## src/hdl/pli_pkg.sv

```systemverilog
// Package: shared constants, types and codes of the positional list insert block.
package pli_pkg;

    localparam int CAPACITY = 16;
    localparam int DATA_W   = 32;
    localparam int POS_W    = 8;
    localparam int CNT_W    = $clog2(CAPACITY + 1);
    localparam int IDX_W    = (CAPACITY > 1) ? $clog2(CAPACITY) : 1;

    localparam logic [1:0] STAT_ELEMENT = 2'd0;
    localparam logic [1:0] STAT_INVALID = 2'd1;
    localparam logic [1:0] STAT_FULL    = 2'd2;

    localparam logic DIR_FWD = 1'b0;
    localparam logic DIR_BWD = 1'b1;

    typedef enum logic [1:0] {
        ST_IDLE,
        ST_ERR,
        ST_FWD,
        ST_BWD
    } t_state;

    typedef enum logic [1:0] {
        OP_HOLD,
        OP_INSERT,
        OP_ROTL,
        OP_ROTR
    } t_cell_op;

    typedef struct packed {
        t_cell_op                  op;
        logic [POS_W-1:0]          pos;
        logic [CNT_W-1:0]          count;
        logic signed [DATA_W-1:0]  value;
    } t_cell_cmd;

endpackage

```

## src/hdl/pli_if.sv

```systemverilog
// Interfaces: input and result channels with valid/ready handshake.
interface pli_in_if;
    logic                                 valid;
    logic                                 ready;
    logic [pli_pkg::POS_W-1:0]            position;
    logic signed [pli_pkg::DATA_W-1:0]    value;

    modport source (output valid, output position, output value, input ready);
    modport sink   (input valid, input position, input value, output ready);
endinterface

interface pli_out_if;
    logic                                 valid;
    logic                                 ready;
    logic [1:0]                           status;
    logic                                 direction;
    logic signed [pli_pkg::DATA_W-1:0]    element;
    logic                                 last;

    modport source (output valid, output status, output direction, output element,
                    output last, input ready);
    modport sink   (input valid, input status, input direction, input element,
                    input last, output ready);
endinterface

```

## src/hdl/pli_cell.sv

```systemverilog
// One list cell: holds an entry and moves it to or from its neighbors on command.
module pli_cell (
    input  logic                                i_clk,
    input  logic [pli_pkg::IDX_W-1:0]           i_idx,
    input  pli_pkg::t_cell_cmd                  i_cmd,
    input  logic signed [pli_pkg::DATA_W-1:0]   i_prev,
    input  logic signed [pli_pkg::DATA_W-1:0]   i_next,
    input  logic signed [pli_pkg::DATA_W-1:0]   i_head,
    output logic signed [pli_pkg::DATA_W-1:0]   o_entry
);

    logic signed [pli_pkg::DATA_W-1:0] r_entry;
    logic signed [pli_pkg::DATA_W-1:0] n_entry;
    logic [pli_pkg::CNT_W-1:0]         w_idx_c;
    logic [pli_pkg::POS_W-1:0]         w_idx_p;

    assign w_idx_c = pli_pkg::CNT_W'(i_idx);
    assign w_idx_p = pli_pkg::POS_W'(i_idx);

    always_comb begin
        n_entry = r_entry;
        unique case (i_cmd.op)
            pli_pkg::OP_HOLD: begin
                n_entry = r_entry;
            end
            pli_pkg::OP_INSERT: begin
                if (w_idx_p == i_cmd.pos) begin
                    n_entry = i_cmd.value;
                end else if (w_idx_p > i_cmd.pos && w_idx_c <= i_cmd.count) begin
                    n_entry = i_prev;
                end
            end
            // rotate toward the front; the head wraps to the tail slot
            pli_pkg::OP_ROTL: begin
                if (w_idx_c + 1'b1 == i_cmd.count) begin
                    n_entry = i_head;
                end else if (w_idx_c < i_cmd.count) begin
                    n_entry = i_next;
                end
            end
            // rotate toward the back; cell 0 sees the tail on i_prev
            pli_pkg::OP_ROTR: begin
                if (w_idx_c < i_cmd.count) begin
                    n_entry = i_prev;
                end
            end
            default: n_entry = r_entry;
        endcase
    end

    always_ff @(posedge i_clk) begin
        r_entry <= n_entry;
    end

    assign o_entry = r_entry;

endmodule

```

## src/hdl/positional_list_insert.sv

```systemverilog
// Top level: positional list insert with a chain of entry cells and an output register.
// An insert is taken in idle; results follow one per cycle unless the output stalls.
// A successful insert gives count beats forward, then count backward (count after the
// insert), from rotations of the cell chain; an error gives a single beat.
// Input ready is high in idle, also while the final result beat still waits in the register.
// Synchronous active-low reset clears count, sequencer and output valid; entries are unset.
module positional_list_insert (
    input  logic       i_clk,
    input  logic       i_rst_n,
    pli_in_if.sink     i_in,
    pli_out_if.source  o_out
);

    localparam int CAP = pli_pkg::CAPACITY;

    pli_pkg::t_state                   r_state, n_state;
    logic [pli_pkg::CNT_W-1:0]         r_count, n_count;
    logic [pli_pkg::CNT_W-1:0]         r_pass, n_pass;
    logic [1:0]                        r_err, n_err;

    logic                              r_ov;
    logic [1:0]                        r_status;
    logic                              r_dir;
    logic signed [pli_pkg::DATA_W-1:0] r_elem;
    logic                              r_last;

    logic                              w_acc, w_adv, w_load, w_pos_bad, w_full, w_pass_end;
    logic [1:0]                        w_status;
    logic                              w_dir, w_last;
    logic signed [pli_pkg::DATA_W-1:0] w_elem;
    pli_pkg::t_cell_cmd                w_cmd;
    logic [pli_pkg::CNT_W-1:0]         w_cnt_m1;
    logic signed [pli_pkg::DATA_W-1:0] w_entry [CAP];
    logic signed [pli_pkg::DATA_W-1:0] w_head, w_tail;

    assign i_in.ready = (r_state == pli_pkg::ST_IDLE);
    assign w_acc      = i_in.valid && i_in.ready;
    assign w_adv      = !r_ov || o_out.ready;
    assign w_pos_bad  = i_in.position > pli_pkg::POS_W'(r_count);
    assign w_full     = (r_count == pli_pkg::CNT_W'(CAP));
    assign w_cnt_m1   = r_count - 1'b1;
    assign w_pass_end = (r_pass == w_cnt_m1);
    assign w_head     = w_entry[0];
    assign w_tail     = w_entry[w_cnt_m1[pli_pkg::IDX_W-1:0]];

    // next state
    always_comb begin
        n_state = r_state;
        n_count = r_count;
        n_pass  = r_pass;
        n_err   = r_err;
        unique case (r_state)
            pli_pkg::ST_IDLE: begin
                if (w_acc) begin
                    if (w_pos_bad) begin
                        n_err   = pli_pkg::STAT_INVALID;
                        n_state = pli_pkg::ST_ERR;
                    end else if (w_full) begin
                        n_err   = pli_pkg::STAT_FULL;
                        n_state = pli_pkg::ST_ERR;
                    end else begin
                        n_count = r_count + 1'b1;
                        n_pass  = '0;
                        n_state = pli_pkg::ST_FWD;
                    end
                end
            end
            pli_pkg::ST_ERR: begin
                if (w_adv) n_state = pli_pkg::ST_IDLE;
            end
            pli_pkg::ST_FWD: begin
                if (w_adv) begin
                    if (w_pass_end) begin
                        n_pass  = '0;
                        n_state = pli_pkg::ST_BWD;
                    end else begin
                        n_pass = r_pass + 1'b1;
                    end
                end
            end
            pli_pkg::ST_BWD: begin
                if (w_adv) begin
                    if (w_pass_end) begin
                        n_state = pli_pkg::ST_IDLE;
                    end else begin
                        n_pass = r_pass + 1'b1;
                    end
                end
            end
            default: n_state = pli_pkg::ST_IDLE;
        endcase
    end

    // outputs: cell command and result beat
    always_comb begin
        w_cmd.op    = pli_pkg::OP_HOLD;
        w_cmd.pos   = i_in.position;
        w_cmd.count = r_count;
        w_cmd.value = i_in.value;
        w_load      = 1'b0;
        w_status    = pli_pkg::STAT_ELEMENT;
        w_dir       = pli_pkg::DIR_FWD;
        w_elem      = '0;
        w_last      = 1'b0;
        unique case (r_state)
            pli_pkg::ST_IDLE: begin
                if (w_acc && !w_pos_bad && !w_full) w_cmd.op = pli_pkg::OP_INSERT;
            end
            pli_pkg::ST_ERR: begin
                w_load   = w_adv;
                w_status = r_err;
                w_last   = 1'b1;
            end
            pli_pkg::ST_FWD: begin
                w_load = w_adv;
                w_elem = w_head;
                if (w_adv) w_cmd.op = pli_pkg::OP_ROTL;
            end
            pli_pkg::ST_BWD: begin
                w_load = w_adv;
                w_dir  = pli_pkg::DIR_BWD;
                w_elem = w_tail;
                w_last = w_pass_end;
                if (w_adv) w_cmd.op = pli_pkg::OP_ROTR;
            end
            default: w_load = 1'b0;
        endcase
    end

    always_ff @(posedge i_clk) begin
        if (!i_rst_n) begin
            r_state <= pli_pkg::ST_IDLE;
            r_count <= '0;
            r_pass  <= '0;
            r_err   <= pli_pkg::STAT_ELEMENT;
            r_ov    <= 1'b0;
        end else begin
            r_state <= n_state;
            r_count <= n_count;
            r_pass  <= n_pass;
            r_err   <= n_err;
            if (w_load) begin
                r_ov <= 1'b1;
            end else if (o_out.ready) begin
                r_ov <= 1'b0;
            end
        end
    end

    always_ff @(posedge i_clk) begin
        if (w_load) begin
            r_status <= w_status;
            r_dir    <= w_dir;
            r_elem   <= w_elem;
            r_last   <= w_last;
        end
    end

    assign o_out.valid     = r_ov;
    assign o_out.status    = r_status;
    assign o_out.direction = r_dir;
    assign o_out.element   = r_elem;
    assign o_out.last      = r_last;

    // cell chain; cell 0 wraps to the tail, the end cell to the head
    for (genvar g = 0; g < CAP; g++) begin : g_cell
        pli_cell u_cell (
            .i_clk   (i_clk),
            .i_idx   (pli_pkg::IDX_W'(g)),
            .i_cmd   (w_cmd),
            .i_prev  ((g == 0) ? w_tail : w_entry[(g == 0) ? 0 : g - 1]),
            .i_next  ((g == CAP - 1) ? w_head : w_entry[(g == CAP - 1) ? g : g + 1]),
            .i_head  (w_head),
            .o_entry (w_entry[g])
        );
    end

    a_count_bound: assert property (@(posedge i_clk) disable iff (!i_rst_n)
        r_count <= pli_pkg::CNT_W'(CAP))
        else $error("list count above capacity");

    a_pass_bound: assert property (@(posedge i_clk) disable iff (!i_rst_n)
        (r_state == pli_pkg::ST_FWD || r_state == pli_pkg::ST_BWD) |-> r_pass < r_count)
        else $error("pass counter past list count");

    a_insert_count: assert property (@(posedge i_clk) disable iff (!i_rst_n)
        (w_acc && !w_pos_bad && !w_full) |=> r_count == $past(r_count) + 1'b1)
        else $error("successful insert did not grow count");

    a_err_last: assert property (@(posedge i_clk) disable iff (!i_rst_n)
        (r_ov && r_status != pli_pkg::STAT_ELEMENT) |-> r_last)
        else $error("error beat not marked last");

    a_last_bwd: assert property (@(posedge i_clk) disable iff (!i_rst_n)
        (r_ov && r_last && r_status == pli_pkg::STAT_ELEMENT) |-> r_dir == pli_pkg::DIR_BWD)
        else $error("final element beat not in backward pass");

endmodule

```

## src/flat_wrapper.sv

```systemverilog
// flat-port wrapper written by rule: the top's interface ports become plain ports
module positional_list_insert_flat 
  (i_clk, i_rst_n, i_in_valid, i_in_position, i_in_value, i_in_ready, o_out_valid, o_out_status, o_out_direction, o_out_element, o_out_last, o_out_ready);
  pli_in_if i_in_i ();
  pli_out_if o_out_i ();
  input  logic i_clk;
  input  logic i_rst_n;
  input wire logic [$bits(i_in_i.valid)-1:0] i_in_valid;
  input wire logic [$bits(i_in_i.position)-1:0] i_in_position;
  input wire logic [$bits(i_in_i.value)-1:0] i_in_value;
  output wire logic [$bits(i_in_i.ready)-1:0] i_in_ready;
  output wire logic [$bits(o_out_i.valid)-1:0] o_out_valid;
  output wire logic [$bits(o_out_i.status)-1:0] o_out_status;
  output wire logic [$bits(o_out_i.direction)-1:0] o_out_direction;
  output wire logic [$bits(o_out_i.element)-1:0] o_out_element;
  output wire logic [$bits(o_out_i.last)-1:0] o_out_last;
  input wire logic [$bits(o_out_i.ready)-1:0] o_out_ready;
  assign i_in_i.valid = i_in_valid;
  assign i_in_i.position = i_in_position;
  assign i_in_i.value = i_in_value;
  assign i_in_ready = i_in_i.ready;
  assign o_out_valid = o_out_i.valid;
  assign o_out_status = o_out_i.status;
  assign o_out_direction = o_out_i.direction;
  assign o_out_element = o_out_i.element;
  assign o_out_last = o_out_i.last;
  assign o_out_i.ready = o_out_ready;
  positional_list_insert u_core (.i_clk(i_clk), .i_rst_n(i_rst_n), .i_in(i_in_i), .o_out(o_out_i));
endmodule
```

## config.mk

```make
export PLATFORM = sky130hd
export DESIGN_NAME = positional_list_insert_flat
export DESIGN_NICKNAME = d
export VERILOG_FILES = /design/src/hdl/pli_pkg.sv /design/src/hdl/pli_if.sv /design/src/hdl/pli_cell.sv /design/src/hdl/positional_list_insert.sv /design/src/flat_wrapper.sv
export SDC_FILE = /design/constraint.sdc
export NUM_CORES = 2
export LEC_CHECK = 0
export ABC_AREA = 1
export BUFFER_PORTS_ARGS = -buffer_cell sky130_fd_sc_hd__buf_4
export CAP_MARGIN = 20
export CELL_PAD_IN_SITES_DETAIL_PLACEMENT = 1
export CELL_PAD_IN_SITES_GLOBAL_PLACEMENT = 1
export CORE_ASPECT_RATIO = 0.5
export CORE_MARGIN = 2
export CORE_UTILIZATION = 30
export DETAILED_ROUTE_END_ITERATION = 8
export GPL_ROUTABILITY_DRIVEN = 0
export PLACE_DENSITY_LB_ADDON = 0.1
export SYNTH_ARGS = -nofsm -noshare
export SYNTH_HDL_FRONTEND = slang
export SYNTH_SLANG_ARGS = --single-unit
```

## constraint.sdc

```tcl
create_clock -name i_clk -period 4.45 [get_ports i_clk]
set_input_delay 0 -clock i_clk [delete_from_list [all_inputs] [get_ports i_clk]]
set_output_delay 0 -clock i_clk [all_outputs]
set_load 0.03 [all_outputs]
```

* Word level (Yosys, flattened, before mapping) *
Cells that the tools add are included.

word-level totals
  bits of input ports = 44
  flip-flop bits (word level) = 563

cells by class
  muxes and demuxes = 128
  bitwise gates (word level) = 4
  add/subtract/negate cells = 3
  eq/ne operators = 97
  reduce and logical (&&, ||, !) cells = 50
  magnitude comparators = 50

operator list
  kind                                                           count
  two-way mux 32 bit                                             82
  one-hot mux 32 bit (3 select lines)                            16
  binary-select mux 32 bit (select 4 bit)                        1
  != test 3 bit (second input constant)                          31
  equality test 4 x 8 -> 1 bit (first input constant)            8
  greater-than comparator 4 x 8 -> 1 bit (first input constant)  8
  one-hot mux 32 bit (2 select lines)                            1
  AND reduction 4 bit                                            16
  != test 2 bit (second input constant)                          22
  equality test 4 x 5 -> 1 bit (first input constant)            8
  <= comparator 4 x 5 -> 1 bit (first input constant)            8
  < comparator 4 x 5 -> 1 bit (first input constant)             8
  two-way mux 5 bit                                              7
  equality test 3 x 8 -> 1 bit (first input constant)            4
  greater-than comparator 3 x 8 -> 1 bit (first input constant)  4
  two-way mux 2 bit                                              12
  equality test 3 x 5 -> 1 bit (first input constant)            4
  <= comparator 3 x 5 -> 1 bit (first input constant)            4
  < comparator 3 x 5 -> 1 bit (first input constant)             4
  logical AND 1 bit                                              19
  equality test 2 x 8 -> 1 bit (first input constant)            2
  greater-than comparator 1 x 8 -> 1 bit (first input constant)  2
  greater-than comparator 2 x 8 -> 1 bit (first input constant)  2
  one-hot mux 5 bit (3 select lines)                             1
  34 further kinds                                               58

* Logic depth before layout (Yosys ltp) *
  word-level depth = 9
  mapped depth = 19
  mapped depth without buffers = 15

* By module *
A second synthesis with hierarchy kept.

unflattened totals
  cells, all modules = 8,021
  area total of the unflattened synthesis = 52,581.7 µm²

by module, submodules not included
  module                                    area each (µm²)  cells an instance  seq. area each (µm²)  times used
  pli_cell at u_core.g_cell[10].u_cell ...  2,821.5          426                960.9                 9
  pli_cell at u_core.g_cell[4].u_cell ...   2,900.3          430                960.9                 6
  positional_list_insert                    6,964.2          1,180              1,381.3               1
  pli_cell at u_core.g_cell[0].u_cell       2,822.7          427                960.9                 1

* Worst setup path before layout *
No wires, ideal clock.

  path kind = flip-flop to flip-flop
  start point = register u_core.r_ov (netlist: u_core.o_out.valid)
  end point = register u_core.g_cell[7].u_cell.r_entry, in the netlist u_core.g_cell[7].u_cell.o_entry[0] (enable)
  arrival = 3.611 ns
  stages on the path, launching flop included = 9
  path slack = 0.373 ns
  required time = 3.984 ns
  cells stage by stage = dfxtp_1 > inv_1 > nor2_8 > inv_2 > nand2_4 > buf_2 > buf_2 > buf_2 > o21ai_0

on the way
  word-level cells in the longest chain between the ends = 7
  elaborated cells on any way between the ends = 14
  classes of those cells = 6 x eq/ne; 3 x mux; 1 x bitwise; 4 x reduce/logical

RTL lines
  what                                                    line                                                          source
  from (decl)                                             positional_list_insert.sv:21                                  logic r_ov;
  from (signal assigned)                                  positional_list_insert.sv:136                                 r_ov <= 1'b0;
  from (signal assigned)                                  positional_list_insert.sv:143                                 r_ov <= 1'b1;
  from (signal assigned)                                  positional_list_insert.sv:145                                 r_ov <= 1'b0;
  logical NOT 1 bit (*)                                   positional_list_insert.sv:38                                  assign w_adv = !r_ov || o_out.ready;
  logical OR 1 bit (*)                                    positional_list_insert.sv:38
  two-way mux 2 bit, on equally long branches             positional_list_insert.sv:124, positional_list_insert.sv:117
  one-hot mux 2 bit (3 select lines) (*)                  positional_list_insert.sv:105                                 unique case (r_state)
  equality test 2 bit (tied with other cells)             pli_cell.sv:22                                                unique case (i_cmd.op)
  != test 3 bit (no source line) (tied with other cells)  n/a
  AND reduction 4 bit (no source line) (*)                n/a
  to (signal assigned)                                    pli_cell.sv:52                                                r_entry <= n_entry;
  to (decl)                                               pli_cell.sv:12                                                logic signed [pli_pkg::DATA_W-1:0] r_entry;

Every way passes the cells marked *; elsewhere a longest branch is shown, timed or not.
A chain may end at the register's enable or synchronous reset.

* Worst setup path in the final report *
  start point = register u_core.r_count[1] in the netlist's numbering
  end point = register u_core.g_cell[3].u_cell.r_entry, in the netlist u_core.g_cell[3].u_cell.o_entry[9] (enable)

on the way
  word-level cells in the longest chain between the ends = 9
  elaborated cells on any way between the ends = 21
  classes of those cells = 3 x order compare; 8 x eq/ne; 2 x mux; 1 x bitwise; 7 x reduce/logical

RTL lines
  what                                                    line                           source
  from (decl)                                             positional_list_insert.sv:17   logic [pli_pkg::CNT_W-1:0] r_count, n_count;
  from (signal assigned)                                  positional_list_insert.sv:139  r_count <= n_count;
  greater-than comparator 8 x 5 -> 1 bit                  positional_list_insert.sv:39   assign w_pos_bad = i_in.position > pli_pkg::POS_W'(r_count);
  logical NOT 1 bit                                       positional_list_insert.sv:107  if (w_acc && !w_pos_bad && !w_full) w_cmd.op = pli_pkg::OP_INSERT;
  logical AND 1 bit (2 in a row)                          positional_list_insert.sv:107
  two-way mux 1 bit                                       positional_list_insert.sv:107
  one-hot mux 2 bit (3 select lines)                      positional_list_insert.sv:105
  equality test 2 bit (tied with other cells)             pli_cell.sv:22
  != test 3 bit (no source line) (tied with other cells)  n/a
  AND reduction 4 bit (no source line) (*)                n/a
  to (signal assigned)                                    pli_cell.sv:52
  to (decl)                                               pli_cell.sv:12

Marks and branches as above.

==> key figures <==
Outcome
  • Result of the run: finished clean

Clock tree
  • Post-cts repair resize count: 0
  • Total clock sinks: 563
  • Number of buffers between clock root and the deepest sink: 3
  • H-tree depth reported by CTS: 3
  • CTS tree: yes
  • CTS buffer count: 67
  • Hold bufs inserted after CTS: 35
  • Cell at the root of the clock tree: sky130_fd_sc_hd__clkbuf_16
  • Clk pin slew, worst setup/hold paths: 0.07 ns
  • Buffers inserted during post-CTS setup optimization: 0
  • Clock latency reported for the late side of the worst-skew pair: about 0.70 ns

Timing
  • RSZ-0062 raised after global routing: no
  • Slew at the pin closest to its max-slew limit: 1.17 ns
  • Minimum period implied by the final worst setup slack: between 3 and 4 ns
  • Final worst-path cycle share: approximately 84%
  • Final worst-path setup slack: 0.691 ns
  • Final worst clock skew: 0.0301 ns
  • Number of endpoints with negative hold slack in the final report: 0
  • Final-layout setup total negative slack: 0 ns
  • Number of setup violations in the final report: 0
  • Final Slew Violations: 0
  • Relative slew margins: 21.5%
  • Fmax achieved: 266 MHz

Floorplan
  • Chip width: 505 um
  • Die Height: 255 um
  • Initial core utilization: between 30 and 40%
  • Ports placed on the boundary: 82
  • Total die area: 129,000 um^2
  • CORE AREA: 124,000 um^2
  • Rows: 91

Drt
  • Detailed-route via count: 40,400
  • First-iteration detailed-routing DRC count: 6,104
  • Via count normalized by instance count: between 6 and 7
  • Antenna viol nets, final: 0
  • Routed length per placed instance: approximately 37 um
  • Iteration count of the initial detailed-routing pass: 6
  • Detailed Route WL: 227,000 um
  • Drt drc: 0

Synth
  • Syn Std Cell Area: roughly 38,000 um^2
  • Yosys reg bits: ~560
  • Yosys warning total: 0
  • Distinct cell type count after synthesis: 49
  • Part of the Yosys area used for sequential elements: 44.4%
  • Synth Area per Inst: 8.34 um^2
  • Gate count of the mapped netlist: roughly 4,500
  • Nets in the synthesized netlist: 4,578

Worst setup path
  • Critical-path cell with the highest stage delay: sky130_fd_sc_hd__inv_1
  • Most Frequent Cell on Critical Path: sky130_fd_sc_hd__nand2_1
  • Slowest Stage Delay on Critical Path: 0.52 ns
  • Startpoint-to-endpoint class of the critical path: reg -> reg
  • Kind of capture point of the worst setup path: flop
  • Highest fanout seen on the critical path: 17
  • Arrival @ worst endpoint: 4.12 ns
  • Kind of launch point of the worst setup path: flop
  • Ordered cell list for the critical path: inv_1 > ha_1 > nand2_1 > nor2_1 > nand2_1 > nand2_1 > nand3_2 > inv_1 > o21ai_0 > o21ai_4 > buf_12
  • Data required time at the worst endpoint: 4.81 ns
  • Family with the most delay on the worst path: buffers and inverters
  • Crit path buf inv count: 3

Final layout
  • Layout area overhead: 13.6%
  • Total area of multi-input combinational cells: about 17,000 um^2
  • Combined flip-flop and latch cell area: 16,800 um^2
  • Fin nets: 4,471
  • Final design utilization: 34.6%
  • Share of final-layout standard cells stronger than drive strength 1: 9.74%
  • Filler cells: between 10,000 and 15,000

Power
  • Standby leakage power: 0.0153 uW
  • Power per standard cell area: 323 nW/um^2
  • Max rail drop VDD: 286 uV

Global route
  • Maximum number of pins on one net before global-route repair: between 150 and 200
  • Vias in the first global route: approximately 39,000
  • Overall track demand over capacity in global routing: 34.3%
  • Gr ovfl total: 0
  • First-pass GRT wire length: 313,000 um
  • Antenna violations before repair: 9

Place
  • Setup slack at placement: a little over 0.8 ns
  • IO buf count: 81
  • Half-perimeter wire length of the detailed placement result: 138,000 um

Flow run
  • # Max-Cap Violations: 0

Min path
  • Hold WC Path Type: in -> reg
==> state kept, by name, indices dropped and copies added, names as in the netlist <==
| signal | flops |
|---|---|
| u_core.r_state | 2 |
| u_core.o_out.valid | 1 |
| u_core.o_out.element | 32 |
| u_core.o_out.status | 2 |
| u_core.o_out.direction | 1 |
| u_core.g_cell.u_cell.o_entry | 512 |
| u_core.r_err | 2 |
| u_core.o_out.last | 1 |
| u_core.r_count | 5 |
| u_core.r_pass | 5 |
==> routing by layer <==
layer	track usage (%)	routed length, um
met1	49.1	99500
met2	49.2	92500
met3	9.72	27000
met4	11.6	8050
met5	0	20
==> cell type report <==
type,count,area share (%)
inverters,502,4.45
diodes,3,0.0175
flip-flops and latches,563,39.1
well taps,1674,4.89
multi-input cells,3014,40.7
repair buffers,268,5.89
clock buffers,95,4.30
clock inverters,25,0.639
==> where the power goes <==
part	internal [uW]	switching [uW]	total, uW	leakage, uW
registers	6050	172	6230	0.00510
clock network	3190	2630	5820	0.00103
logic	479	1300	1780	0.00914
total	9730	4100	13800	0.0153
==> worst paths after layout <==
path / startpoint / to / slack (ns) / cells after the start
setup reg to reg: u_core.r_count[1] / u_core.g_cell[3].u_cell.o_entry[9] / 0.69 / 11
hold / removal: i_in_position[5] / u_core.r_state[1] / 0.13 / 10
hold reg to reg: u_core.r_err[1] / u_core.r_err[1] / 0.50 / 2
setup / recovery: u_core.r_count[1] / u_core.g_cell[3].u_cell.o_entry[9] / 0.69 / 11
==> synth_stat cells (all sizes together) <==
cell | n | share of area (%)
a2111oi | 3 | 0.070
a211oi | 1 | 0.020
a21boi | 1 | 0.020
a21oi | 289 | 3.8
a22oi | 27 | 0.54
a31oi | 2 | 0.033
buf | 249 | 3.6
clkbuf | 195 | 1.9
clkinv | 3 | 0.030
dfxtp | 15 | 0.80
edfxtp | 548 | 44
ha | 11 | 0.36
inv | 499 | 5.0
nand2 | 863 | 8.7
nand3 | 249 | 3.3
nand4 | 2 | 0.050
nor2 | 92 | 1.3
nor3 | 7 | 0.19
o2111a | 1 | 0.030
o211ai | 304 | 6.1
o21ai | 579 | 7.8
o21bai | 1 | 0.020
o221ai | 455 | 11
o22ai | 120 | 2.0
o2bb2ai | 1 | 0.023
o311ai | 1 | 0.023
o31ai | 1 | 0.020
or3 | 1 | 0.017
xnor2 | 1 | 0.023
xor2 | 2 | 0.046
==> cells in the final DEF, fill, tap and decap left out, drive strengths merged <==
cell type     count
ha               11
o31ai             1
a211oi            1
clkbuf           95
bufinv            5
o221ai          455
a21oi           289
buf             232
edfxtp          548
xor2              2
o311ai            1
dlymetal6s2s      1
nor2             92
o21bai            1
a21boi            1
or3               1
o2111a            1
a31oi             2
nand3           249
inv             504
nand4             2
a22oi            27
o22ai           120
o2bb2ai           1
xnor2             1
o21ai           579
dlygate4sd3      35
diode             3
a2111oi           3
dfxtp            15
nor3              7
nand2           863
o211ai          304
clkinv           18
==> per-stage QoR <==
step / power (uW) / hold slack [ns] / cells / area (um^2)
CTS: 13800 / 0.0947 / 6139 / 42800
global route: 14100 / 0.178 / 6141 / 42900
global placement: 8010 / 0.327 / 5981 / 40300
finish: 13800 / 0.131 / 6144 / 42900
detailed placement: 8030 / 0.330 / 5984 / 40400
floorplan: 7170 / 0.162 / 4523 / 37700
==> cell families (layout without fill, tap and decap cells) <==
family / count (synthesis) / count (layout) / synth area share, %
adder cells (fa/ha/maj): 11 / 11 / 0.365
other: 0 / 3 / 0
AND/OR/NAND/NOR: 1214 / 1214 / 13.5
buffers and inverters: 946 / 890 / 10.6
AO/OA/AOI/OAI: 1786 / 1786 / 31.0
XOR/XNOR: 3 / 3 / 0.0697
flip-flops: 563 / 563 / 44.4
==> worst reg2reg max path, stage by stage (launching register included) <==
cell	delay [ns]
sky130_fd_sc_hd__dfxtp_1	0.47
sky130_fd_sc_hd__inv_1	0.21
sky130_fd_sc_hd__ha_1	0.35
sky130_fd_sc_hd__nand2_1	0.06
sky130_fd_sc_hd__nor2_1	0.11
sky130_fd_sc_hd__nand2_1	0.07
sky130_fd_sc_hd__nand2_1	0.20
sky130_fd_sc_hd__nand3_2	0.36
sky130_fd_sc_hd__inv_1	0.53
sky130_fd_sc_hd__o21ai_0	0.30
sky130_fd_sc_hd__o21ai_4	0.44
sky130_fd_sc_hd__buf_12	0.32
Note: power is estimated with default switching activity, not from simulation.
